--- src/rtl/tlcs_pkg.sv ---
// Shared types, constants and address helpers for the top-k logit cache scatter block.
// Depends on nothing; every other file in rtl but tlcs_ram imports it.
package tlcs_pkg;

    // Store geometry.
    localparam int SLOTS     = 64;
    localparam int MAX_STEPS = 8;
    localparam int MAX_TOP_K = 8;
    localparam int VOCAB     = 4096;

    localparam int     ROWS        = SLOTS * MAX_STEPS;
    localparam longint LOGIT_DEPTH = longint'(ROWS) * longint'(VOCAB);
    localparam longint CID_DEPTH   = longint'(ROWS) * longint'(MAX_TOP_K);
    localparam longint CLR_DEPTH   = (LOGIT_DEPTH > CID_DEPTH) ? LOGIT_DEPTH : CID_DEPTH;

    localparam int ROW_W   = (ROWS > 1) ? $clog2(ROWS) : 1;
    localparam int LADDR_W = $clog2(LOGIT_DEPTH);
    localparam int CADDR_W = (CID_DEPTH > 1) ? $clog2(CID_DEPTH) : 1;
    localparam int CLR_W   = $clog2(CLR_DEPTH);
    localparam int KIDX_W  = (MAX_TOP_K > 1) ? $clog2(MAX_TOP_K) : 1;

    // Field widths of the stream items.
    localparam int SLOT_W   = 7;
    localparam int STEP_W   = 3;
    localparam int POS_W    = 3;
    localparam int TOKEN_W  = 12;
    localparam int SCORE_W  = 32;
    localparam int STATUS_W = 2;
    localparam int VALUE_W  = 32;

    localparam int SLOT_LSB  = 0;
    localparam int STEP_LSB  = SLOT_LSB + SLOT_W;
    localparam int POS_LSB   = STEP_LSB + STEP_W;
    localparam int TOKEN_LSB = POS_LSB + POS_W;
    localparam int SCORE_LSB = TOKEN_LSB + TOKEN_W;
    localparam int S_TDATA_W = ((SCORE_LSB + SCORE_W + 7) / 8) * 8;
    localparam int M_TDATA_W = ((STATUS_W + VALUE_W + 7) / 8) * 8;

    // Configuration registers.
    localparam int CFG_K_W    = 4;
    localparam int CFG_V_W    = 13;
    localparam int CFG_DATA_W = 13;
    localparam int CFG_IDX_W  = 1;
    localparam logic [CFG_K_W-1:0] TOP_K_RESET = CFG_K_W'(8);
    localparam logic [CFG_V_W-1:0] VOCAB_RESET = CFG_V_W'(4096);

    // Compare widths wide enough for both the register and the store bound.
    localparam int KC_W   = ($clog2(MAX_TOP_K + 1) > CFG_K_W) ? $clog2(MAX_TOP_K + 1) : CFG_K_W;
    localparam int VCMP_W = ($clog2(VOCAB + 1) > CFG_V_W) ? $clog2(VOCAB + 1) : CFG_V_W;

    localparam int FIFO_DEPTH = 4;
    localparam int FIFO_PTR_W = $clog2(FIFO_DEPTH);

    localparam logic [SCORE_W-1:0] NEG_INF_BITS = 32'hFF80_0000;

    localparam logic KIND_REPORT = 1'b0;
    localparam logic KIND_READ   = 1'b1;

    typedef enum logic [CFG_IDX_W-1:0] {
        REG_TOP_K = 1'b0,
        REG_VOCAB = 1'b1
    } cfg_reg_t;

    typedef enum logic [1:0] {
        CMD_STAGE = 2'd0,
        CMD_END   = 2'd1,
        CMD_READ  = 2'd2
    } cmd_op_t;

    typedef enum logic [STATUS_W-1:0] {
        STATUS_APPLIED = 2'd0,
        STATUS_SKIPPED = 2'd1,
        STATUS_RANGE   = 2'd2
    } status_t;

    // One classified item handed from the front to the back.
    typedef struct packed {
        cmd_op_t              op;
        status_t              status;
        logic [ROW_W-1:0]     row;
        logic [KIDX_W-1:0]    pos;
        logic [TOKEN_W-1:0]   token;
        logic [SCORE_W-1:0]   score;
    } cmd_t;

    function automatic logic [LADDR_W-1:0] logit_addr(input logic [ROW_W-1:0] row,
                                                      input logic [TOKEN_W-1:0] tok);
        logic [63:0] a;
        a = 64'(row) * 64'(VOCAB) + 64'(tok);
        return a[LADDR_W-1:0];
    endfunction

    function automatic logic [CADDR_W-1:0] cid_addr(input logic [ROW_W-1:0] row,
                                                    input logic [KIDX_W-1:0] idx);
        logic [63:0] a;
        a = 64'(row) * 64'(MAX_TOP_K) + 64'(idx);
        return a[CADDR_W-1:0];
    endfunction

endpackage

--- src/rtl/tlcs_fifo.sv ---
// Short command queue between the front end and the back end.
// Depends on tlcs_pkg for the command type and depth.
module tlcs_fifo import tlcs_pkg::*; (
    input  logic aclk,
    input  logic aresetn,
    input  logic push,
    input  cmd_t push_cmd,
    output logic full,
    input  logic pop,
    output logic empty,
    output cmd_t head
);
    cmd_t                entry_reg [FIFO_DEPTH];
    logic [FIFO_PTR_W:0] wptr_reg, wptr_next;
    logic [FIFO_PTR_W:0] rptr_reg, rptr_next;

    assign empty = (wptr_reg == rptr_reg);
    assign full  = (wptr_reg[FIFO_PTR_W] != rptr_reg[FIFO_PTR_W])
                   && (wptr_reg[FIFO_PTR_W-1:0] == rptr_reg[FIFO_PTR_W-1:0]);
    assign head  = entry_reg[rptr_reg[FIFO_PTR_W-1:0]];

    assign wptr_next = wptr_reg + (FIFO_PTR_W + 1)'(push);
    assign rptr_next = rptr_reg + (FIFO_PTR_W + 1)'(pop);

    always_ff @(posedge aclk) begin
        if (push) begin
            entry_reg[wptr_reg[FIFO_PTR_W-1:0]] <= push_cmd;
        end
    end

    always_ff @(posedge aclk) begin
        if (!aresetn) begin
            wptr_reg <= '0;
            rptr_reg <= '0;
        end else begin
            wptr_reg <= wptr_next;
            rptr_reg <= rptr_next;
        end
    end
endmodule

--- config.mk ---
export PLATFORM = sky130hd
export DESIGN_NAME = tlcs_fifo
export DESIGN_NICKNAME = d
export VERILOG_FILES = /design/src/rtl/tlcs_pkg.sv /design/src/rtl/tlcs_fifo.sv
export SDC_FILE = /design/constraint.sdc
export NUM_CORES = 1
export LEC_CHECK = 0
export ABC_CLOCK_PERIOD_IN_PS = 14400
export BUFFER_PORTS_ARGS = -buffer_cell sky130_fd_sc_hd__clkbuf_2
export CAP_MARGIN = 0
export CORE_MARGIN = 5
export CORE_UTILIZATION = 30
export CTS_CLUSTER_SIZE = 24
export DETAILED_ROUTE_END_ITERATION = 8
export PLACE_DENSITY_LB_ADDON = 0.15
export SYNTH_ARGS = -nofsm -noshare
export SYNTH_HDL_FRONTEND = slang
export SYNTH_SLANG_ARGS = --single-unit
--- constraint.sdc ---
create_clock -name aclk -period 14.4 [get_ports aclk]
set_input_delay 0.72 -clock aclk [delete_from_list [all_inputs] [get_ports aclk]]
set_output_delay 0.72 -clock aclk [all_outputs]
set_load 0.01 [all_outputs]
### Yosys cells after proc, flatten, opt, wreduce, memory -nomap -nowiden

Memories as Yosys holds them, arrays and structs flattened. A register that Yosys moved wholly into a read port is not among the register bits.
Index checks and enable logic that the tools add are counted.
Widths: inputs -> output; s select.

| operators by class | value |
|---|---|
| $add $sub $neg | 2 |
| divide/modulo/power cells | 0 |
| reduce and logical (&&, ||, !) cells | 1 |
| $mul | 0 |
| equality and inequality tests | 3 |
| bitwise gates (word level) | 0 |
| shift operators | 0 |
| $lt $le $gt $ge | 0 |
| muxes and demuxes | 3 |

Operators with widths:

| cell | number |
|---|---|
| $add 3x1->3 | 2 |
| $eq 3x3->1 | 1 |
| $eq 2x2->1 | 1 |
| $mux 1 | 2 |
| $mux 2 | 1 |
| $logic_and 1x1->1 | 1 |
| $ne 1x1->1 | 1 |

| word-level totals | value |
|---|---|
| bits in latches | 0 |
| input port bits | 64 |
| register bits after elaboration | 6 |
| output and inout port bits | 62 |
| memories kept | 1 |
| memory bits (read-only) | 0 |
| RAM bits | 240 |
| logic and storage cells | 12 |

Memories:

| memory | words | width | rd ports | clocked after Yosys merged registers in | write ports | line | source |
|---|---|---|---|---|---|---|---|
| entry_reg | 4 | 60 | 1 | 1 | 1 | tlcs_fifo.sv:13 | `cmd_t entry_reg [FIFO_DEPTH];` |

### Longest topological paths before layout

Gate-level depths: netlist of run 1.

| depth | value |
|---|---|
| depth after elaboration | 2 |
| mapped depth | 4 |
| depth with buffers taken out | 4 |

### Least setup slack after synthesis of run 1

No wires, ideal clock.

| timing path | value |
|---|---|
| path type | input to register |
| from | input push |
| to | memory entry_reg[0][0] in the netlist's numbering (enable) |
| path slack | 8.767 ns |
| path buffers | 0 |
| library setup time | 0.564 ns |
| arrival | 5.069 ns |
| stages on the path | 1 |
| required time | 13.836 ns |
| path through | nor3b_1 |

| on the way | value |
|---|---|
| cells in the longest elaborated chain, start to end | 2 |

RTL lines:

| item | line | source |
|---|---|---|
| start, declared | tlcs_fifo.sv:6 | `input logic push,` |
| $mux 1 | tlcs_fifo.sv:26 | `if (push) begin` |
| $mux 1 (implied by the code) | tlcs_fifo.sv:27 | `entry_reg[wptr_reg[FIFO_PTR_W-1:0]] <= push_cmd;` |
| end, declared | tlcs_fifo.sv:13 |  |

Every way passes these cells.

==> results of run 1 <==
-- worst max-delay path, cell delays in order (launching register included) --
cell and delay, ps:
dfxtp_4 780, buf_4 660, mux4_1 670, clkbuf_2 150
-- final cells by class --
class,instances,share of cell area (%)
Sequential cell,246,67.4
Multi-Input combinational cell,82,14.2
Clock buffer,34,6.45
Timing Repair Buffer,129,6.02
Tap cell,390,4.48
Clock inverter,15,1.43
-- cell families after synthesis --
group,synth area share [%]
buffers and inverters,1.83
DFF,81.2
muxes,15.0
and+or+nand+nor,0.888
xor gates and xnor gates,0.485
adders and majority gates,0.555
-- final timing paths --
kind                 endpoint  slack, ps  cells past startpoint
max                  head[47]      10890                      3
min          entry_reg[3][53]        410                      1
max reg2reg  entry_reg[0][14]      11950                      2
min reg2reg       rptr_reg[2]        600                      2
-- synth_stat cells, drive strengths merged --
cell	instances
and2	6
and3	1
and3b	1
buf	13
clkbuf	1
dfxtp	6
edfxtp	240
ha	4
mux4	60
nand2	1
nor2	1
nor3	1
nor3b	2
xnor2	1
xor2	4
-- layout by cell type (no fill, tap or decap), types with 3 or more instances in the layout --
master | synthesis | routed
edfxtp_1 | 240 | 240
clkinv_1 | 0 | 5
mux4_2 | 59 | 59
clkbuf_16 | 0 | 27
clkinvlp_4 | 0 | 3
and2_1 | 6 | 6
xor2_1 | 4 | 4
dfxtp_1 | 6 | 4
clkbuf_1 | 1 | 7
buf_4 | 0 | 4
bufinv_16 | 0 | 3
clkbuf_2 | 0 | 125
clkinv_2 | 0 | 3
ha_1 | 4 | 4
-- metal layers --
| metal | part of all wire, % | wire length (um) |
|---|---|---|
| met1 | 41 | 7330 |
| met5 | 0.073 | 13 |
| met3 | 7.6 | 1370 |
| met2 | 49 | 8730 |
| met4 | 2.7 | 478 |
-- power groups by stage --
stage	Clock (W)	Combinational [W]	Sequential, W
after floorplan	0	0.0000932	0.000844
after global placement	0	0.000138	0.000855
after detailed placement	0	0.000139	0.000857
after CTS	0.000688	0.000140	0.000842
after global routing	0.000716	0.000146	0.000844
final	0.000663	0.000134	0.000840
-- per-stage QoR --
stage	power, W	setup slack [ps]
6_report	0.00164	10890
5_1_grt	0.00171	10580
4_1_cts	0.00167	10670
3_5_place_dp	0.000996	11240
3_3_place_gp	0.000993	11240
2_1_floorplan	0.000937	8770
==> out/results.tsv, run 1 <==
metric	value	unit
regArea	7330	um^2
syn_area	9020	um^2
power_density	150	nW/um^2
cp.required	13680	ps
cp.arrival	2790	ps
htree_levels	1	
postCtsSetupRepairBufs	0	
core_area	29600	um^2
multiInputGateArea	1550	um^2
p_comb_share	8.2	%
hold_violations	0	
syn_nets	410	
nFillCells	2788	
vias	4048	
syn_avg_cell_area	26.4	um^2
fmax	0.285	GHz
grtUsageMet1	13.3	%
grt_pass1_wl	27.2	mm
dp_cells	847	
cts_buffers	27	
cap_violations	0	
die_width	183	um
clk_latency	520	ps
cts-resized-gates	0	
path_max_fanout	32	
r2r_start	wptr_reg[0]	
cts.path.max_buffers	3	
final-max-slew-violation-count	0	
p_clk_share	40.5	%
switching_share	21.6	%
synth_seq_area_share	81.2	%
wl	17.9	mm
final_cell_area	10900	um^2
p_leak	3.64	nW
final_nets	554	
first_global_vias	4644	
synthCells	342	
num_rows	63	
ys_ff_latch	246	
p_sw	0.000353	W
layout_min_cycle_time	3510	ps
yosysTopAreaCellShare	79.9	%
finClkSkew	10.4	ps
hold_class	in2reg	
detailed_place_hpwl	10.0	mm
top_usage_layer	met2	
yosys_warnings	0	
ant_nets	0	
setup_violations	0	
hold_start	push_cmd[53]	
cts_sinks	246	
timing.final.crit_share	24.3	%
p_int	0.00128	W
layout-drive-gt1-share	45.7	%
gr-usage-met2	17.8	%
portBuffers	125	
grtUsageMet3	3.38	%
synth_area_leader_cell	edfxtp_1	
path_class	reg2out	
status	completed	
dr.first_iter.drc_count	185	
yosysUniqueCellTypes	18	
endpoint_kind	output pin	
max_slew_margin	31.8	%
whs	409	ps
holdBufCountCts	0	
clockRootBuffer	clkbuf_16	
cp-startpoint	rptr_reg[0]	
die-area	33600	um^2
clkTransAtPathRegs	60	ps
largest_reg_flops	240	
die_height	183	um
gp_congestion	0.657	
start_util	30.4	%
ir_drop	0.0863	mV
ios	126	
start_kind	flip-flop	
first_pass_iters	4	
rsz0062_at_grt	no	
n_antenna_cell	0	
areaGrowthSynthToFinish	20.7	%
final_util	36.7	%
cts_tree	done	
dpl_cell_area	10000	um^2
wl_per_cell	20.0	um
antenna_found_initial	1	
tightest_slew	1020	ps
gr-usage-all-layers	10.6	%
grt-ovfl-total	0	
finalSetupTns	0	ps
viasPerCell	4.52	
final_cells	896	
drc	0	
yosys-top-cells-area	edfxtp_1, mux4_2, buf_12	
grt_max_degree	63	
seqPwrFrac	51.3	%
No activity file was read; power rests on OpenSTA's default activity.
==> inputs of run 2 (changes only) <==
--- a/config.mk
+++ b/config.mk
@@ -5,7 +5,8 @@
 export SDC_FILE = /design/constraint.sdc
 export NUM_CORES = 1
 export LEC_CHECK = 0
-export ABC_CLOCK_PERIOD_IN_PS = 14400
+export ABC_AREA = 1
+export ABC_CLOCK_PERIOD_IN_PS = 2870
 export BUFFER_PORTS_ARGS = -buffer_cell sky130_fd_sc_hd__clkbuf_2
 export CAP_MARGIN = 0
 export CORE_MARGIN = 5
==> constraint.sdc (replaced) <==
create_clock -name aclk -period 2.87 [get_ports aclk]
set_input_delay 0.1435 -clock aclk [delete_from_list [all_inputs] [get_ports aclk]]
set_output_delay 0.1435 -clock aclk [all_outputs]
set_load 0.01 [all_outputs]
==> run 2 against run 1 <==
Net effect: worst setup slack lost 10000 ps; cell count is 63% higher; wire length up 25%; count of clock-buffer cells in the layout is 6 higher; critical endpoint is now full; largest cell class unchanged; largest power group unchanged.
==> out/results.tsv, run 2 <==
metric	value	unit
status	completed	
synth_edf_count	240	
clk_latency	540	ps
die_width	194	um
critical-path-max-stage-delay	560	ps
cts_sinks	246	
dr.first_iter.drc_count	290	
path_cells	buf_4 > xnor2_1 > nand2_1 > nor2_1 > clkbuf_2	
ir_drop	0.404	mV
path_max_fanout	38	
crit_buf_inv	2	
layout_commonest_cell	nand2_1	
drc	0	
die_height	194	um
ys_ff_latch	246	
wl_per_cell	15.4	um
grt_max_degree	123	
core_area	33500	um^2
clockRootBuffer	clkbuf_16	
final_nets	1065	
hold_violations	0	
tightest_slew	723	ps
cts.path.max_buffers	3	
die-area	37700	um^2
start_util	30.3	%
first_global_vias	6307	
yosysTopAreaCellShare	70.9	%
grt_pass1_wl	36.3	mm
multiInputGateArea	2150	um^2
layout-drive-gt1-share	23.8	%
most-common-layout-cells	nand2_1, edfxtp_1, inv_1	
htree_levels	1	
path_class	reg2out	
syn_avg_cell_area	12.7	um^2
max_slew_margin	51.8	%
wl	22.5	mm
yosys_warnings	0	
antenna_found_initial	1	
final_cells	1464	
synthCells	803	
post-place-ws	1040	ps
portBuffers	125	
synthArstFlopShare	0	%
vias	6170	
cp.arrival	2190	ps
syn_area	10200	um^2
rsz0062_at_grt	no	
finClkSkew	5.46	ps
dp_cells	1350	
hold_class	in2reg	
viasPerCell	4.21	
worst_slack	535	ps
start_kind	flip-flop	
regArea	7330	um^2
first_pass_iters	4	
num_rows	67	
areaGrowthSynthToFinish	26.8	%
synth_ff_type	edfxtp_1	
final-max-slew-violation-count	0	
cts-resized-gates	0	
nFillCells	3302	
ios	126	
critPathSlowestCell	dfxtp_4	
netlist_top_cells_count	nand2_1, edfxtp_1, inv_1, o211ai_2, o21ai_0	
final_cell_area	12900	um^2
crit_family	buffers and inverters	
clkTransAtPathRegs	50	ps
dpl_cell_area	11400	um^2
endpoint_kind	output pin	
yosysUniqueCellTypes	17	
finalSetupTns	0	ps
gr-usage-all-layers	12.0	%
cp.required	2730	ps
cts_buffers	30	
cts_tree	done	
detailed_place_hpwl	13.1	mm
syn_nets	871	
synth_seq_area_share	72.1	%
grt-ovfl-total	0	
ant_nets	0	
cap_violations	0	
gp_congestion	0.642	
setup_violations	0	
largest_reg_flops	240	
yosys-top-cells-area	edfxtp_1, nand2_1, o211ai_2	
p_leak	5.27	nW
timing.final.crit_share	81.4	%
synth_area_leader_cell	edfxtp_1	
power_density	679	nW/um^2
fmax	0.428	GHz
layout_min_cycle_time	2340	ps
whs	46.2	ps
synth.most_common_cell	nand2_1	
## run 2: final timing paths
| kind | slack (ps) | from | endpoint | cells after the start |
|---|---|---|---|---|
| min | 50 | pop | rptr_reg[1] | 5 |
| max | 530 | rptr_reg[1] | full | 5 |
| min reg2reg | 500 | wptr_reg[2] | wptr_reg[2] | 2 |
| max reg2reg | 1100 | rptr_reg[0] | rptr_reg[0] | 5 |
## run 2: kinds of logic (layout without fill, tap and decap cells)
family / count (synthesis) / count (layout) / share of synthesized area [%]
AOI/OAI and AO/OA: 120 / 120 / 10.3
xor gates and xnor gates: 2 / 2 / 0.172
adders and majority gates: 4 / 4 / 0.492
buffers and inverters: 169 / 381 / 7.20
DFF: 246 / 246 / 72.1
other: 0 / 1 / 0
and+or+nand+nor: 262 / 262 / 9.72
## run 2: layout make-up
| type | count | area share, % |
|---|---|---|
| repair buffers | 201 | 11.2 |
| clock buffers | 40 | 6.28 |
| multi-input cells | 388 | 16.7 |
| well taps | 448 | 4.35 |
| inverters | 130 | 3.84 |
| diodes | 1 | 0.0194 |
| flip-flops and latches | 246 | 56.9 |
| clock inverters | 10 | 0.747 |
## run 2: worst register-to-register path: cells and delay by family, from the launching register on
kind	cells	cell delay, ps
fa+ha+maj	1	340
buf+inv	3	890
simple gates	1	60
flops	1	380
## run 2: stage by stage
stage                     utilization, %  total power, W
after global placement              33.9         0.00530
final                               38.4         0.00875
after detailed placement            33.9         0.00531
after CTS                           38.4         0.00894
after global routing                38.4         0.00920
after floorplan                        -         0.00488
## run 2: power by group
part           internal, W  switching, W  total [W]
registers          0.00412     0.0000544    0.00418
clock network      0.00212       0.00137    0.00349
logic             0.000410      0.000675    0.00108
total              0.00666       0.00210    0.00875
## run 2: layer usage
metal  share of wire (%)  up-vias  track usage (%)
met2                  47      120             19.9
li1                    -     3096                -
met5                   0        -                0
met1                  46     2917             16.3
met4                 2.0        0             2.60
met3                 5.0       37             2.55
## run 2: timing repair
item | 4_1_cts | 5_1_grt
setup buffers | 0 | 0
hold buffers | 63 | 0
hold endpoints to repair | 246 | 0
endpoints found under the setup margin | 0 | 0
==> inputs of run 3 (changes only) <==
--- a/config.mk
+++ b/config.mk
@@ -6,7 +6,7 @@
 export NUM_CORES = 1
 export LEC_CHECK = 0
 export ABC_AREA = 1
-export ABC_CLOCK_PERIOD_IN_PS = 2870
+export ABC_CLOCK_PERIOD_IN_PS = 2100
 export BUFFER_PORTS_ARGS = -buffer_cell sky130_fd_sc_hd__clkbuf_2
 export CAP_MARGIN = 0
 export CORE_MARGIN = 5
==> constraint.sdc (replaced) <==
create_clock -name aclk -period 2.1 [get_ports aclk]
set_input_delay 0.105 -clock aclk [delete_from_list [all_inputs] [get_ports aclk]]
set_output_delay 0.105 -clock aclk [all_outputs]
set_load 0.01 [all_outputs]
==> run 3 against run 2 <==
Net effect: register-to-register slack got worse by 530 ps; worst hold slack improved by 300 ps; cell count up 0.27%; wire length grew 2.8%; global-route usage is 0.058 points higher; critical endpoint is now head[43]; via count decreased by 1.0%; first-iteration DRC count down 17%.
==> out/results.tsv, run 3 (synthesis gave the netlist of run 2 again) <==
metric	value	unit
status	completed	
top_usage_layer	met2	
areaGrowthSynthToFinish	27.1	%
layout-drive-gt1-share	24.5	%
grt_max_degree	63	
wl_per_cell	15.7	um
start_util	30.3	%
crit_path_frequent_cell	nand2_1	
grt-ovfl-total	0	
final_cells	1468	
max_slew_margin	68.6	%
die_height	194	um
hold_class	in2reg	
ios	126	
die_width	194	um
cts_sinks	246	
first_global_vias	6076	
dr.first_iter.drc_count	241	
layout_min_cycle_time	1950	ps
whs	348	ps
finClkSkew	7.60	ps
tightest_slew	471	ps
grt_pass1_wl	36.1	mm
hold_violations	0	
vias	6108	
power_density	895	nW/um^2
gr-usage-all-layers	12.0	%
path_cells	inv_8 > buf_12 > nand2_1 > o211ai_2 > nand2_1 > clkbuf_2	
viasPerCell	4.16	
p_clk_share	37.3	%
cts_buffers	28	
ant_nets	0	
timing.final.crit_share	93.0	%
cp.arrival	1850	ps
power	0.0116	W
core_area	33500	um^2
finalSetupTns	0	ps
clk_latency	530	ps
p_leak	5.28	nW
p_int	0.00869	W
drc	0	
most-common-layout-cells	nand2_1, edfxtp_1, inv_1	
largest_reg_flops	240	
p_sw	0.00287	W
path_max_fanout	37	
cap_violations	0	
clockRootBuffer	clkbuf_16	
start_kind	flip-flop	
antenna_found_initial	1	
critPathSlowestCell	dfxtp_4	
htree_levels	1	
switching_share	24.8	%
wl	23.1	mm
cp.required	2000	ps
cts.path.max_buffers	3	
detailed_place_hpwl	14.3	mm
final_nets	1070	
grtUsageMet1	17.3	%
critical-path-max-stage-delay	400	ps
cts_tree	done	
fmax	0.512	GHz
endpoint_kind	output pin	
nFillCells	3316	
die-area	37700	um^2
dp_cells	1354	
layout_commonest_cell	nand2_1	
path_class	reg2out	
gp_congestion	0.666	
portBuffers	125	
final-max-slew-violation-count	0	
p_comb_share	13.4	%
first_pass_iters	4	
rsz0062_at_grt	yes	
num_rows	67	
ir_drop	0.663	mV
seqPwrFrac	49.3	%
clkTransAtPathRegs	60	ps
grtUsageMet3	2.29	%
gr-usage-met2	19.1	%
setup_violations	0	
==> run 3: power groups by stage <==
stage               Sequential (W)  Combinational, W  Clock, W
global placement           0.00581           0.00148         0
detailed placement         0.00581           0.00149         0
CTS                        0.00571           0.00159   0.00448
floorplan                  0.00579          0.000881         0
global route               0.00571           0.00175   0.00469
finish                     0.00570           0.00155   0.00431
==> run 3: critical path: cells and delay by family (launching register included) <==
family	cells	cell delay [ps]
compound gates	1	70
buf+inv	3	640
flops	1	400
simple gates	2	180
==> run 3: stage by stage <==
| step | cell area [um^2] | utilization, % | setup slack (ps) |
|---|---|---|---|
| global route | 12900 | 38.5 | -9.28 |
| detailed placement | 11400 | 34.1 | 510 |
| floorplan | 10200 | - | -253 |
| finish | 12900 | 38.5 | 147 |
| global placement | 11400 | 34.1 | 531 |
| CTS | 12900 | 38.4 | -3.41 |
==> run 3: metal layers <==
| layer | wire length (um) | share of wire (%) |
|---|---|---|
| met1 | 11200 | 48 |
| met3 | 1040 | 4.5 |
| met4 | 451 | 2.0 |
| met2 | 10500 | 45 |
| met5 | 0 | 0 |
==> run 3: worst paths after layout <==
| path | start | to | slack [ps] | cells after the start |
|---|---|---|---|---|
| min | push_cmd[3] | entry_reg[0][3] | 350 | 2 |
| min reg2reg | wptr_reg[2] | wptr_reg[2] | 500 | 2 |
| max reg2reg | wptr_reg[1] | entry_reg[2][23] | 570 | 3 |
| max | rptr_reg[0] | head[43] | 150 | 6 |
==> run 3: repair_timing <==
action | 4_1_cts | 5_1_grt
hold endpoints to repair | 246 | 0
gates resized for setup | 2 | 2
hold buffers | 63 | 0
endpoints found under the setup margin | 44 | 58
setup buffers | 0 | 3
==> run 3: final cells by class <==
cell class | instances | area, um^2 | area share, %
Multi-Input combinational cell | 388 | 2150 | 16.7
Inverter | 130 | 503 | 3.89
Clock inverter | 16 | 70.1 | 0.542
Sequential cell | 246 | 7340 | 56.8
Antenna cell | 1 | 2.50 | 0.0194
Tap cell | 448 | 561 | 4.34
Clock buffer | 31 | 733 | 5.68
Timing Repair Buffer | 208 | 1550 | 12.0
