--- src/rtl/tlcs_pkg.sv ---
// Shared types, constants and address helpers for the top-k logit cache scatter block.
// Depends on nothing; every other file in rtl but tlcs_ram imports it.
package tlcs_pkg;

    // Store geometry.
    localparam int SLOTS     = 64;
    localparam int MAX_STEPS = 8;
    localparam int MAX_TOP_K = 8;
    localparam int VOCAB     = 4096;

    localparam int     ROWS        = SLOTS * MAX_STEPS;
    localparam longint LOGIT_DEPTH = longint'(ROWS) * longint'(VOCAB);
    localparam longint CID_DEPTH   = longint'(ROWS) * longint'(MAX_TOP_K);
    localparam longint CLR_DEPTH   = (LOGIT_DEPTH > CID_DEPTH) ? LOGIT_DEPTH : CID_DEPTH;

    localparam int ROW_W   = (ROWS > 1) ? $clog2(ROWS) : 1;
    localparam int LADDR_W = $clog2(LOGIT_DEPTH);
    localparam int CADDR_W = (CID_DEPTH > 1) ? $clog2(CID_DEPTH) : 1;
    localparam int CLR_W   = $clog2(CLR_DEPTH);
    localparam int KIDX_W  = (MAX_TOP_K > 1) ? $clog2(MAX_TOP_K) : 1;

    // Field widths of the stream items.
    localparam int SLOT_W   = 7;
    localparam int STEP_W   = 3;
    localparam int POS_W    = 3;
    localparam int TOKEN_W  = 12;
    localparam int SCORE_W  = 32;
    localparam int STATUS_W = 2;
    localparam int VALUE_W  = 32;

    localparam int SLOT_LSB  = 0;
    localparam int STEP_LSB  = SLOT_LSB + SLOT_W;
    localparam int POS_LSB   = STEP_LSB + STEP_W;
    localparam int TOKEN_LSB = POS_LSB + POS_W;
    localparam int SCORE_LSB = TOKEN_LSB + TOKEN_W;
    localparam int S_TDATA_W = ((SCORE_LSB + SCORE_W + 7) / 8) * 8;
    localparam int M_TDATA_W = ((STATUS_W + VALUE_W + 7) / 8) * 8;

    // Configuration registers.
    localparam int CFG_K_W    = 4;
    localparam int CFG_V_W    = 13;
    localparam int CFG_DATA_W = 13;
    localparam int CFG_IDX_W  = 1;
    localparam logic [CFG_K_W-1:0] TOP_K_RESET = CFG_K_W'(8);
    localparam logic [CFG_V_W-1:0] VOCAB_RESET = CFG_V_W'(4096);

    // Compare widths wide enough for both the register and the store bound.
    localparam int KC_W   = ($clog2(MAX_TOP_K + 1) > CFG_K_W) ? $clog2(MAX_TOP_K + 1) : CFG_K_W;
    localparam int VCMP_W = ($clog2(VOCAB + 1) > CFG_V_W) ? $clog2(VOCAB + 1) : CFG_V_W;

    localparam int FIFO_DEPTH = 4;
    localparam int FIFO_PTR_W = $clog2(FIFO_DEPTH);

    localparam logic [SCORE_W-1:0] NEG_INF_BITS = 32'hFF80_0000;

    localparam logic KIND_REPORT = 1'b0;
    localparam logic KIND_READ   = 1'b1;

    typedef enum logic [CFG_IDX_W-1:0] {
        REG_TOP_K = 1'b0,
        REG_VOCAB = 1'b1
    } cfg_reg_t;

    typedef enum logic [1:0] {
        CMD_STAGE = 2'd0,
        CMD_END   = 2'd1,
        CMD_READ  = 2'd2
    } cmd_op_t;

    typedef enum logic [STATUS_W-1:0] {
        STATUS_APPLIED = 2'd0,
        STATUS_SKIPPED = 2'd1,
        STATUS_RANGE   = 2'd2
    } status_t;

    // One classified item handed from the front to the back.
    typedef struct packed {
        cmd_op_t              op;
        status_t              status;
        logic [ROW_W-1:0]     row;
        logic [KIDX_W-1:0]    pos;
        logic [TOKEN_W-1:0]   token;
        logic [SCORE_W-1:0]   score;
    } cmd_t;

    function automatic logic [LADDR_W-1:0] logit_addr(input logic [ROW_W-1:0] row,
                                                      input logic [TOKEN_W-1:0] tok);
        logic [63:0] a;
        a = 64'(row) * 64'(VOCAB) + 64'(tok);
        return a[LADDR_W-1:0];
    endfunction

    function automatic logic [CADDR_W-1:0] cid_addr(input logic [ROW_W-1:0] row,
                                                    input logic [KIDX_W-1:0] idx);
        logic [63:0] a;
        a = 64'(row) * 64'(MAX_TOP_K) + 64'(idx);
        return a[CADDR_W-1:0];
    endfunction

endpackage

--- src/rtl/tlcs_front.sv ---
// Front end: configuration registers, input acceptance and classification of items.
// Depends on tlcs_pkg; feeds classified commands into tlcs_fifo.
module tlcs_front import tlcs_pkg::*; (
    input  logic                   aclk,
    input  logic                   aresetn,
    input  logic                   cfg_wr_en,
    input  logic [CFG_IDX_W-1:0]   cfg_index,
    input  logic [CFG_DATA_W-1:0]  cfg_wdata,
    input  logic                   s_tvalid,
    output logic                   s_tready,
    input  logic [S_TDATA_W-1:0]   s_tdata,
    input  logic                   s_tuser,
    input  logic                   fifo_full,
    input  logic                   clearing,
    output logic                   push,
    output cmd_t                   push_cmd
);
    logic [CFG_K_W-1:0] top_k_used_reg, top_k_used_next;
    logic [CFG_V_W-1:0] vocab_used_reg, vocab_used_next;
    logic               row_bad_reg, row_bad_next;

    logic [SLOT_W-1:0]  slot;
    logic [STEP_W-1:0]  step;
    logic [POS_W-1:0]   pos;
    logic [TOKEN_W-1:0] token;
    logic [SCORE_W-1:0] score;
    logic [KC_W-1:0]    eff_k;
    logic [VCMP_W-1:0]  eff_vocab;
    logic               accept, is_read, row_ok, tok_bad, pos_in_use, row_end;

    assign slot  = s_tdata[SLOT_LSB +: SLOT_W];
    assign step  = s_tdata[STEP_LSB +: STEP_W];
    assign pos   = s_tdata[POS_LSB +: POS_W];
    assign token = s_tdata[TOKEN_LSB +: TOKEN_W];
    assign score = s_tdata[SCORE_LSB +: SCORE_W];

    assign s_tready = !clearing && !fifo_full;
    assign accept   = s_tvalid && s_tready;
    assign is_read  = s_tuser;

    always_comb begin
        if (top_k_used_reg == '0) begin
            eff_k = KC_W'(1);
        end else if (KC_W'(top_k_used_reg) > KC_W'(MAX_TOP_K)) begin
            eff_k = KC_W'(MAX_TOP_K);
        end else begin
            eff_k = KC_W'(top_k_used_reg);
        end
        if (VCMP_W'(vocab_used_reg) < VCMP_W'(VOCAB)) begin
            eff_vocab = VCMP_W'(vocab_used_reg);
        end else begin
            eff_vocab = VCMP_W'(VOCAB);
        end
    end

    // A negative slot (sign bit set) or a slot or step beyond the store skips the row.
    assign row_ok = !slot[SLOT_W-1] && (32'(slot[SLOT_W-2:0]) < SLOTS)
                    && (32'(step) < MAX_STEPS);
    assign tok_bad    = VCMP_W'(token) >= eff_vocab;
    assign pos_in_use = KC_W'(pos) < eff_k;
    assign row_end    = KC_W'(pos) == (eff_k - KC_W'(1));

    assign push = accept && (is_read || pos_in_use);

    always_comb begin
        push_cmd.row   = ROW_W'(32'(slot[SLOT_W-2:0]) * MAX_STEPS + 32'(step));
        push_cmd.pos   = KIDX_W'(pos);
        push_cmd.token = token;
        push_cmd.score = score;
        if (is_read) begin
            push_cmd.op = CMD_READ;
        end else if (row_end) begin
            push_cmd.op = CMD_END;
        end else begin
            push_cmd.op = CMD_STAGE;
        end
        if (!row_ok) begin
            push_cmd.status = STATUS_SKIPPED;
        end else if (tok_bad || (!is_read && row_bad_reg)) begin
            push_cmd.status = STATUS_RANGE;
        end else begin
            push_cmd.status = STATUS_APPLIED;
        end
    end

    always_comb begin
        top_k_used_next = top_k_used_reg;
        vocab_used_next = vocab_used_reg;
        row_bad_next    = row_bad_reg;
        if (cfg_wr_en) begin
            case (cfg_index)
                REG_TOP_K: top_k_used_next = cfg_wdata[CFG_K_W-1:0];
                REG_VOCAB: vocab_used_next = cfg_wdata[CFG_V_W-1:0];
                default:   ;
            endcase
        end
        if (accept && !is_read && pos_in_use) begin
            row_bad_next = row_end ? 1'b0 : (row_bad_reg || tok_bad);
        end
    end

    always_ff @(posedge aclk) begin
        if (!aresetn) begin
            top_k_used_reg <= TOP_K_RESET;
            vocab_used_reg <= VOCAB_RESET;
            row_bad_reg    <= 1'b0;
        end else begin
            top_k_used_reg <= top_k_used_next;
            vocab_used_reg <= vocab_used_next;
            row_bad_reg    <= row_bad_next;
        end
    end
endmodule

--- config.mk ---
export PLATFORM = sky130hd
export DESIGN_NAME = tlcs_front
export DESIGN_NICKNAME = d
export VERILOG_FILES = /design/src/rtl/tlcs_pkg.sv /design/src/rtl/tlcs_front.sv
export SDC_FILE = /design/constraint.sdc
export NUM_CORES = 1
export LEC_CHECK = 0
export ABC_AREA = 1
export BUFFER_PORTS_ARGS = -buffer_cell sky130_fd_sc_hd__buf_2
export CELL_PAD_IN_SITES_DETAIL_PLACEMENT = 0
export CELL_PAD_IN_SITES_GLOBAL_PLACEMENT = 1
export CORE_UTILIZATION = 24
export DETAILED_ROUTE_END_ITERATION = 10
export PLACE_DENSITY_LB_ADDON = 0.15
export SLEW_MARGIN = 20
export SYNTH_ARGS = -nofsm -noshare
export SYNTH_HDL_FRONTEND = slang
export SYNTH_SLANG_ARGS = --single-unit
--- constraint.sdc ---
create_clock -name aclk -period 2.35 [get_ports aclk]
set_input_delay 0.235 -clock aclk [delete_from_list [all_inputs] [get_ports aclk]]
set_output_delay 0.235 -clock aclk [all_outputs]
set_load 0.02 [all_outputs]
[Word-level counts from Yosys, hierarchy flattened]
Index checks and enable logic that the tools add are counted.
Storage, ports and cells
  flip-flop bits (word level): 18
Cells by class
  multiplexer cells: 8
  order comparisons: 4
  eq/ne operators: 1
  reduce and logical (&&, ||, !) cells: 15
  add/sub/neg operators: 2
  bitwise operators: 1
Operators with widths (count)
  $ge A12 B13 Y1: 1
  $lt A13 B13 Y1 const B: 1
  $mux W13: 1
  $add A9 B3 Y9: 1
  $mux W4: 2
  $logic_and A1 B1 Y1: 6
  $mux W2: 3
  $eq A3 B4 Y1: 1
  $gt A4 B4 Y1 const B: 1
  $logic_not A4 Y1: 1
  $lt A3 B4 Y1: 1
  $reduce_and A2 Y1: 2
  $sub A4 B1 Y4 const B: 1
  $logic_not A1 Y1: 3
  $logic_or A1 B1 Y1: 3
  $mux W1: 2
  $not A1 Y1: 1

[Logic depth before layout (Yosys ltp)]
Gate-level depths: netlist (run 1).
  depth after elaboration: 7
  depth in mapped cells: 12

[Least setup slack after synthesis (run 1)]
No wires, ideal clock.
  path kind: register -> output
  start: register vocab_used_reg[12]
  end: output port push_cmd[57] (netlist name)
  arrival: 1.790 ns
  setup slack: 0.325 ns
  path buffers: 1
  cell stages (with the launch flop): 13
  data required time: 2.115 ns
  cell sequence: dfxtp_1 -> inv_1 -> clkbuf_1 -> nand2_1 -> ha_1 -> nand2_1 -> nor2_2 -> nand2_1 -> nor2_1 -> nor2_2 -> nand3_2 -> a21oi_1 -> nor2_1
RTL lines
  start, declared: line tlcs_front.sv:19  | logic [CFG_V_W-1:0] vocab_used_reg, vocab_used_next;
  start signal, assigned: line tlcs_front.sv:109  | vocab_used_reg <= vocab_used_next;
  end, declared: line tlcs_front.sv:16  | output cmd_t push_cmd

==> flow_summary.yaml, run 1 <==
sta:
  skew_ns: 0.00314
  min_period_over_period_pct: 93.0
  final_hold_viol_count: 0
  timing_max_transition_violations_final: 0
  max_freq_mhz: 458
  max-slew-margin-rel_pct: 71.7
  grt_setup_unrepaired: "false"
  period_minus_slack_ns: 2.19
  worst_pin_slew_ns: 0.424
  timing.final.setup_violations: 0
  tns_ns: 0
clock_tree:
  clk_transition_reported_paths_ns: 0.06
  clk_path_buf_depth: 2
  cts_tree: "built"
  numClockSinks: 18
  root_buffer: "clkbuf_8"
  cts-htree-levels: 1
  cts_made_buffers: 3
  worst_skew_pair.late_latency_ns: 0.26
pwr:
  clockPowerShare_pct: 28.9
  comb_power_share_pct: 26.3
  power.ir.vdd_worst_mv: 0.158
  pwr-share-seq_pct: 44.8
  power.density_cell_area_nw_per_um2: 460
  sw_frac_of_total_pct: 30.9
  power_switching_mw: 0.232
  static-leakage-power_nw: 0.811
  internal_power_mw: 0.519
yosys:
  synth_largest_type_area_fraction_pct: 26.6
  postSynthNetCount: 337
  postSynthCellCount: 236
  synthesis.yosys.warnings: 0
  synth.area.top_cells: "buf_4 (27%), dfxtp_1 (22%), ha_1 (12%)"
  syn_area_per_cell_um2: 6.94
  synth_cell_types: 25
  sequential_cell_area_fraction_in_the_yosys_report_pct: 22.0
  synth.largest_area_cell: "buf_4"
  synthesized_flop_and_latch_total: 18
  synth_area_um2: 1640
worst_setup_path:
  worstSetupEndpointType: "primary output"
  worst_setup_path_startpoint: "vocab_used_reg[12]"
  arrival_time_at_the_worst_endpoint_ns: 1.95
  r2r-start: "vocab_used_reg[12]"
  worst_setup_path_start_kind: "flip-flop"
  reg2reg_depth: 11
  crit-reg2reg-capture: "row_bad_reg"
  path_class: "flip-flop to primary output"
  setup.worst_path.end: "push_cmd[57]"
  ff2ff_setup_slack_ns: 0.72
  crit_fanout: 7
  critPathRequiredTime_ns: 2.12
layout:
  drive_gt1_share_pct: 31.8
  largest_register_ffs: 13
  layout.cell_area.non_filler_um2: 1630
  fin_nets: 339
  flow.area_growth_from_synthesis_pct: -0.305
  n_antenna_cell: 0
status:
  status: "finished with violations"
  failed_checks: "design-rule violations"
grt:
  grt_overflow_total: 0
  vias_in_the_first_global_route: 1190
  grt_antenna_before_repair: 0
  grt_first_pass_wirelength_um: 5300
  maximum_number_of_pins_on_one_net_before_global_route_repair: 19
  grt.total_usage_pct: 9.52
floorplanning:
  die-area_um2: 7160
  top_level_ports: 147
  die_height_um: 84.6
  die_w_um: 84.6
  core_box_area_um2: 6460
  initial_utilization_pct: 25.4
  std_cell_rows: 29
place:
  port_buffers: 57
  globalplace.congestion: 0.702
  placedInstanceArea_um2: 1570
  dp_hpwl_um: 2730
run:
  maximum_capacitance_violations: 0
worst_hold_path:
  min-delay-path-class: "primary input to flip-flop"
detailed_routing:
  routedWlPerCell_um: 10.7
  1st_pass_router_iterations: 11
  antenna_left: 0
  drt_first_iter_violations: 40
  wirelength_um: 3360
  drc_violation_count_after_routing: 9
  vias_after_detailed_routing: 1286
  vias_per_inst: 4.11
[through the flow]
step	hold slack (ns)	total power, mW	util (%)	cells	setup WS, ns
6_report	0.216	0.751	25.3	313	0.165
5_1_grt	0.204	0.802	25.3	313	0.00143
4_1_cts	0.209	0.769	25.2	313	0.0198
3_5_place_dp	0.458	0.541	24.2	308	0.182
3_3_place_gp	0.456	0.539	24.2	308	0.188
2_1_floorplan	0.365	0.585	-	236	0.325
[how the worst min path moves through the flow]
stage	startpoint	to	slack (ns)	cells past startpoint
floorplan	cfg_wdata[3]	top_k_used_reg[3]	0.37	2
global placement	row_bad_reg	row_bad_reg	0.46	2
detailed placement	row_bad_reg	row_bad_reg	0.46	2
CTS	cfg_wdata[12]	vocab_used_reg[12]	0.21	3
global route	cfg_wdata[12]	vocab_used_reg[12]	0.20	3
finish	cfg_wdata[12]	vocab_used_reg[12]	0.22	3
[placed cells by master (no fill, tap or decap)]
cell,n
inv_2,1
ha_1,16
nand2_2,2
clkbuf_8,3
a21oi_1,5
nand3b_1,1
a21oi_2,2
clkinv_4,1
nand3_2,1
o21ai_0,17
nor3_1,1
inv_1,17
dfxtp_4,1
o21bai_1,1
nor2_1,38
o21ai_1,1
buf_4,1
xnor2_1,2
nand2_1,38
nand3_1,4
dfxtp_1,17
xor2_1,1
clkinvlp_4,2
nor2_2,4
o211ai_1,2
buf_2,57
[layout make-up]
cell class / count / area (µm²)
timing repair buffer: 58 / 293
inverter: 20 / 83.8
multi-input combinational: 136 / 747
timing repair inverter: 1 / 7.51
fill: 789 / 4830
sequential: 18 / 364
clock buffer: 3 / 41.3
tap: 77 / 96.3
[worst max-delay path, stage by stage (launching register included)]
cell	delay, ns
dfxtp_4	0.39
clkinvlp_4	0.17
nand2_1	0.10
ha_1	0.24
nand2_2	0.11
clkinv_4	0.04
nand3b_1	0.09
nor2_1	0.06
nor2_2	0.08
nand3_2	0.10
a21oi_2	0.13
nor2_1	0.04
buf_2	0.15
[cells by family (layout without fill, tap and decap cells)]
logic type / after synthesis / after routing / share of synthesized area (%)
AOI/OAI and AO/OA: 28 / 28 / 9.24
xor gates and xnor gates: 3 / 3 / 1.60
adders and majority gates: 16 / 16 / 12.2
buffers and inverters: 82 / 82 / 32.6
DFF: 18 / 18 / 22.0
and+or+nand+nor: 89 / 89 / 22.3
[timing repair]
action                                  in CTS  in global routing
endpoints found under the setup margin       1                  1
hold buffers                                 0                  0
pin swaps                                    0                  0
gates resized for setup                      3                  2
cloned                                       1                  0
buffers inserted                             1                  0
[power by group through the flow]
stage / combinational, mW / clock, mW / sequential, mW
6_report: 0.197 / 0.217 / 0.336
5_1_grt: 0.226 / 0.238 / 0.339
4_1_cts: 0.202 / 0.229 / 0.337
3_5_place_dp: 0.199 / 0 / 0.342
3_3_place_gp: 0.198 / 0 / 0.342
2_1_floorplan: 0.246 / 0 / 0.339
[routing by layer]
metal / part of all wire, % / wire length (µm) / GRT usage (%)
met5: 0 / 0 / 0
met4: 2.3 / 76 / 6.32
met3: 8.4 / 282 / 2.26
met2: 42 / 1420 / 14.6
met1: 47 / 1580 / 11.8
[cell usage after synthesis]
cell      instances
nand2_2           2
nor2_2            4
xor2_1            1
xnor2_1           2
clkinv_4          1
a21oi_1           6
o21ai_0          17
buf_4            58
clkbuf_1          1
nand3_1           4
a21oi_2           1
o21bai_1          1
inv_1            18
o21ai_1           1
clkbuf_2          2
ha_1             16
buf_2             1
nand3_2           1
nor2_1           38
inv_2             1
nand2_1          38
o211ai_1          2
nor3_1            1
nand3b_1          1
dfxtp_1          18
Power figures use the tool's default switching activity.
==> run 2: changes to the inputs <==
- CORE_UTILIZATION: 24 -> 26
- clock period: 2.35 -> 2.6 ns (I/O delays scaled with it)
==> run 2 against run 1 <==
Against the previous run:
- the flow now finishes without violations
- final cell count shrank 0.64%
- final area shrank 0.77%
- clock power down 12%
- utilization grew 1.8 points
- via count decreased by 0.70%
==> flow_summary.yaml, run 2 (same netlist as run 1, synthesis figures left out) <==
status:
  status: "finished, final reports clean"
pwr:
  post_route_total_power_mw: 0.671
  power.ir.vdd_worst_mv: 0.170
  power.density_cell_area_nw_per_um2: 414
  static-leakage-power_nw: 0.810
sta:
  timing.final.setup_violations: 0
  skew_ns: 0.00243
  timing_max_transition_violations_final: 0
  max_freq_mhz: 410
  period_minus_slack_ns: 2.44
  worst_pin_slew_ns: 0.403
  final_hold_slack_ns: 0.253
  tns_ns: 0
  final_hold_viol_count: 0
  max-slew-margin-rel_pct: 73.1
  final_critical_path_setup_slack_ns: 0.161
  min_period_over_period_pct: 93.8
grt:
  grt.total_usage_pct: 10.1
  grt_first_pass_wirelength_um: 5200
  grt_antenna_before_repair: 0
  vias_in_the_first_global_route: 1150
  grt_overflow_total: 0
  maximum_number_of_pins_on_one_net_before_global_route_repair: 19
clock_tree:
  cts_tree: "built"
  cts_made_buffers: 3
  worst_skew_pair.late_latency_ns: 0.25
  cts-htree-levels: 1
  clk_path_buf_depth: 2
  hold_buffers: 0
  clk_transition_reported_paths_ns: 0.07
  numClockSinks: 18
  root_buffer: "clkbuf_8"
worst_setup_path:
  worst_setup_path_start_kind: "flip-flop"
  arrival_time_at_the_worst_endpoint_ns: 2.18
  crit-reg2reg-capture: "row_bad_reg"
  crit_fanout: 6
  ff2ff_setup_slack_ns: 0.78
  critical_path.top_delay_family: "simple AND/OR/NAND/NOR gates"
  r2r-start: "vocab_used_reg[12]"
  worstPathCellList: "clkinvlp_2, nand2_1, ha_1, nand2_2, clkinv_4, nand3b_1, nor2_1, nor2_2, nand3_2, a21oi_1, nor2_1, buf_2"
  cpMostUsedCell: "nor2_1"
  timing.critical_path.slowest_stage_cell: "dfxtp_1"
  worst_setup_path_startpoint: "vocab_used_reg[12]"
  reg2reg_depth: 11
  critPathRequiredTime_ns: 2.34
  path_class: "flip-flop to primary output"
  critical_path.n_buffers_inverters: 3
  critical-path-max-stage-delay_ns: 0.47
  worstSetupEndpointType: "primary output"
detailed_routing:
  antenna_left: 0
  drt_first_iter_violations: 43
  routedWlPerCell_um: 10.2
  wirelength_um: 3190
  vias_per_inst: 4.11
  1st_pass_router_iterations: 4
  vias_after_detailed_routing: 1277
  drc_violation_count_after_routing: 0
layout:
  layout_common_cells: "buf_2 (57), nand2_1 (38), nor2_1 (38)"
  layout.cells.most_common: "buf_2"
  fillers: 690
  flow.area_growth_from_synthesis_pct: -1.07
  fin_cells: 311
  n_antenna_cell: 0
  largest_register_ffs: 13
  final_util_pct: 27.0
  drive_gt1_share_pct: 30.9
  fin_nets: 339
  layout.cell_area.non_filler_um2: 1620
worst_hold_path:
  hold_start: "cfg_wdata[12]"
  min-delay-path-class: "primary input to flip-flop"
  min_path_cells: 3
  hold_path_end: "vocab_used_reg[12]"
floorplanning:
  core_box_area_um2: 5990
  die_w_um: 81.4
  top_level_ports: 147
  initial_utilization_pct: 27.3
  die-area_um2: 6620
  std_cell_rows: 28
  die_height_um: 81.4
place:
  pre_cts_slack_ns: 0.441
  port_buffers: 57
  dp_hpwl_um: 2620
  globalplace.congestion: 0.713
  placedInstanceArea_um2: 1560
  placedCellCount: 306
run:
  maximum_capacitance_violations: 0
[run 2: cell counts in the layout (fill, tap and decap cells not counted)]
No cell type changed its count.
[run 2: area by class of cell]
type                    count  area [µm²]  area share [%]
repair buffers             58         293            18.1
repair inverters            1        5.00           0.309
clock buffers               3        41.3            2.55
multi-input cells         136         743            45.9
inverters                  20        83.8            5.17
well taps                  75        93.8            5.79
flip-flops and latches     18         360            22.2
[run 2: power by group]
| group | total [mW] | internal [mW] | leakage, nW | switching, mW |
|---|---|---|---|---|
| combinational | 0.176 | 0.0720 | 0.640 | 0.104 |
| clock | 0.191 | 0.103 | 0.0216 | 0.0884 |
| sequential | 0.304 | 0.293 | 0.148 | 0.0105 |
| total | 0.671 | 0.468 | 0.810 | 0.203 |
[run 2: timing repair]
action / 4_1_cts / 5_1_grt
buffers inserted: 0 / 1
endpoints found under the setup margin: 0 / 1
gates resized for setup: 0 / 1
[run 2: how the worst max path moves through the flow]
| stage | endpoint | slack, ns | depth (start not counted) |
|---|---|---|---|
| 6_report | push_cmd[57] | 0.16 | 12 |
| 5_1_grt | push_cmd[57] | -0.005 | 10 |
| 4_1_cts | push_cmd[57] | 0.16 | 12 |
| 3_5_place_dp | push_cmd[57] | 0.44 | 12 |
| 3_3_place_gp | push_cmd[57] | 0.44 | 12 |
| 2_1_floorplan | push_cmd[57] | 0.55 | 12 |
[run 2: layer usage]
layer / global-route usage (%) / part of all wire [%] / wire length [µm] / vias up
li1: - / - / - / 683
met1: 12.4 / 47 / 1510 / 539
met2: 16.6 / 45 / 1420 / 49
met3: 1.91 / 6.7 / 213 / 6
met4: 5.36 / 1.3 / 43 / 0
met5: 0 / 0 / 0 / -
[run 2: worst reg2reg max path, stage by stage (launching register included)]
cell and delay (ns):
dfxtp_1 0.47, clkinvlp_2 0.29, nand2_1 0.12, ha_1 0.23, nand2_2 0.11, clkinv_4 0.04
nand3b_1 0.09, nor2_1 0.06, nor2_2 0.08, nand3_2 0.10, nand2_1 0.09, a21oi_2 0.05
==> run 3: changes to the inputs <==
- BUFFER_PORTS_ARGS: -buffer_cell sky130_fd_sc_hd__buf_2 -> default
- CORE_ASPECT_RATIO: default -> 0.7
- CORE_UTILIZATION: 26 -> 35
- DONT_BUFFER_PORTS: default -> 1
==> run 3 against run 2 <==
Against the previous run:
- sequential power barely moved
- utilization rose by 2.4 points
- via count fell by 17%
- final cell count fell by 25%
- combinational power fell by 40%
- worst setup slack improved by 0.098 ns
- routed wire length fell by 13%
- highest routed layer unchanged
- total power fell by 12%
- critical path type unchanged
- first-iteration DRC count fell by 44%
- final area fell by 20%
- largest cell class unchanged
==> flow_summary.yaml, run 3 (same netlist as run 1, synthesis figures left out) <==
floorplanning:
  top_level_ports: 147
  initial_utilization_pct: 37.2
  core_box_area_um2: 4400
  die_height_um: 59.2
  std_cell_rows: 20
  die-area_um2: 4960
  die_w_um: 83.8
worst_setup_path:
  arrival_time_at_the_worst_endpoint_ns: 2.08
  timing.critical_path.slowest_stage_cell: "dfxtp_1"
  worstPathCellList: "clkinvlp_4, nand2_1, ha_1, nand2_1, nor2_2, nand2_1, nor2_1, nor2_2, nand3_2, a21oi_1, nor2_1"
  worst_setup_path_start_kind: "flip-flop"
  path_class: "flip-flop to primary output"
  critPathRequiredTime_ns: 2.34
  cpMostUsedCell: "nand2_1"
  crit_fanout: 13
  critical-path-max-stage-delay_ns: 0.43
  reg2reg_depth: 11
  worstSetupEndpointType: "primary output"
detailed_routing:
  vias_after_detailed_routing: 1062
  vias_per_inst: 4.58
  drc_violation_count_after_routing: 0
  drt_first_iter_violations: 24
  wirelength_um: 2780
  1st_pass_router_iterations: 4
  routedWlPerCell_um: 12.0
  antenna_left: 0
sta:
  period_minus_slack_ns: 2.34
  grt_setup_unrepaired: "false"
  final_hold_viol_count: 0
  timing_max_transition_violations_final: 0
  max-slew-margin-rel_pct: 70.7
  tns_ns: 0
  timing.final.setup_violations: 0
  max_freq_mhz: 427
  worst_pin_slew_ns: 0.441
  skew_ns: 0.00298
  min_period_over_period_pct: 90.0
place:
  globalplace.congestion: 0.702
  dp_hpwl_um: 2350
  port_buffers: 0
  placedInstanceArea_um2: 1250
layout:
  layout_common_cells: "nand2_1 (38), nor2_1 (38), dfxtp_1 (18)"
  fin_nets: 280
  drive_gt1_share_pct: 7.91
  fillers: 510
  n_antenna_cell: 0
  largest_register_ffs: 13
  layout.cell_area.non_filler_um2: 1300
  flow.area_growth_from_synthesis_pct: -20.8
clock_tree:
  hold_buffers: 0
  clk_path_buf_depth: 2
  worst_skew_pair.late_latency_ns: 0.24
  clk_transition_reported_paths_ns: 0.06
  cts_made_buffers: 3
  cts-htree-levels: 1
  numClockSinks: 18
  cts_tree: "built"
  root_buffer: "clkbuf_8"
grt:
  grt.total_usage_pct: 11.6
  grt_antenna_before_repair: 0
  maximum_number_of_pins_on_one_net_before_global_route_repair: 19
  grt_overflow_total: 0
  grt_first_pass_wirelength_um: 4550
  vias_in_the_first_global_route: 1000
worst_hold_path:
  min_path_cells: 1
  min-delay-path-class: "primary input to flip-flop"
status:
  status: "finished, final reports clean"
pwr:
  power.ir.vdd_worst_mv: 0.240
  static-leakage-power_nw: 0.575
  post_route_total_power_mw: 0.594
  power.density_cell_area_nw_per_um2: 458
run:
  maximum_capacitance_violations: 0
[run 3: cell count changes in the layout (fill, tap and decap cells not counted)]
| cell | change |
|---|---|
| buf_2 | -57 |
| buf_4 | -1 |
| clkinvlp_2 | -1 |
[run 3: through the flow]
step,hold WS [ns],std cells,util (%),setup slack [ns]
after global placement,0.363,229,28.4,0.406
after floorplan,0.390,236,-,0.550
after CTS,0.106,232,29.4,0.115
final,0.113,232,29.5,0.259
after global routing,0.0941,232,29.5,0.0290
after detailed placement,0.366,229,28.4,0.392
[run 3: timing repair]
item,4_1_cts,5_1_grt
gates resized for setup,0,1
setup endpoints to repair,0,1
buffers inserted,0,0
endpoints found under the hold margin,0,0
[run 3: worst max-delay path, delay by kind of cell (launching register included)]
family | cells | cell delay, ns
buf+inv | 1 | 0.27
compound gates | 1 | 0.04
fa+ha+maj | 1 | 0.15
flops | 1 | 0.43
simple gates | 8 | 0.94
[run 3: final timing paths]
path,start,endpoint,slack [ns]
worst max-delay path,vocab_used_reg[12],push_cmd[57],0.26
worst min register to register,row_bad_reg,row_bad_reg,0.47
worst min-delay path,aresetn,top_k_used_reg[3],0.11
worst max register to register,vocab_used_reg[12],row_bad_reg,0.79
[run 3: layout make-up]
class	count	area, µm²	area share (%)
Multi-Input combinational cell	136	743	57.3
Sequential cell	18	360	27.8
Inverter	20	83.8	6.46
Tap cell	55	68.8	5.30
Clock buffer	3	41.3	3.18
[run 3: power by group]
group | switching, mW | total, mW | internal, mW
sequential | 0.0100 | 0.304 | 0.294
combinational | 0.0645 | 0.106 | 0.0415
clock | 0.0817 | 0.184 | 0.103
[run 3: layer usage]
| metal | track usage [%] | up-vias | routed length, µm |
|---|---|---|---|
| met4 | 3.39 | 0 | 20 |
| li1 | - | 564 | - |
| met1 | 16.0 | 454 | 1430 |
| met2 | 15.6 | 36 | 1080 |
| met3 | 5.85 | 8 | 247 |
| met5 | 0 | - | 0 |
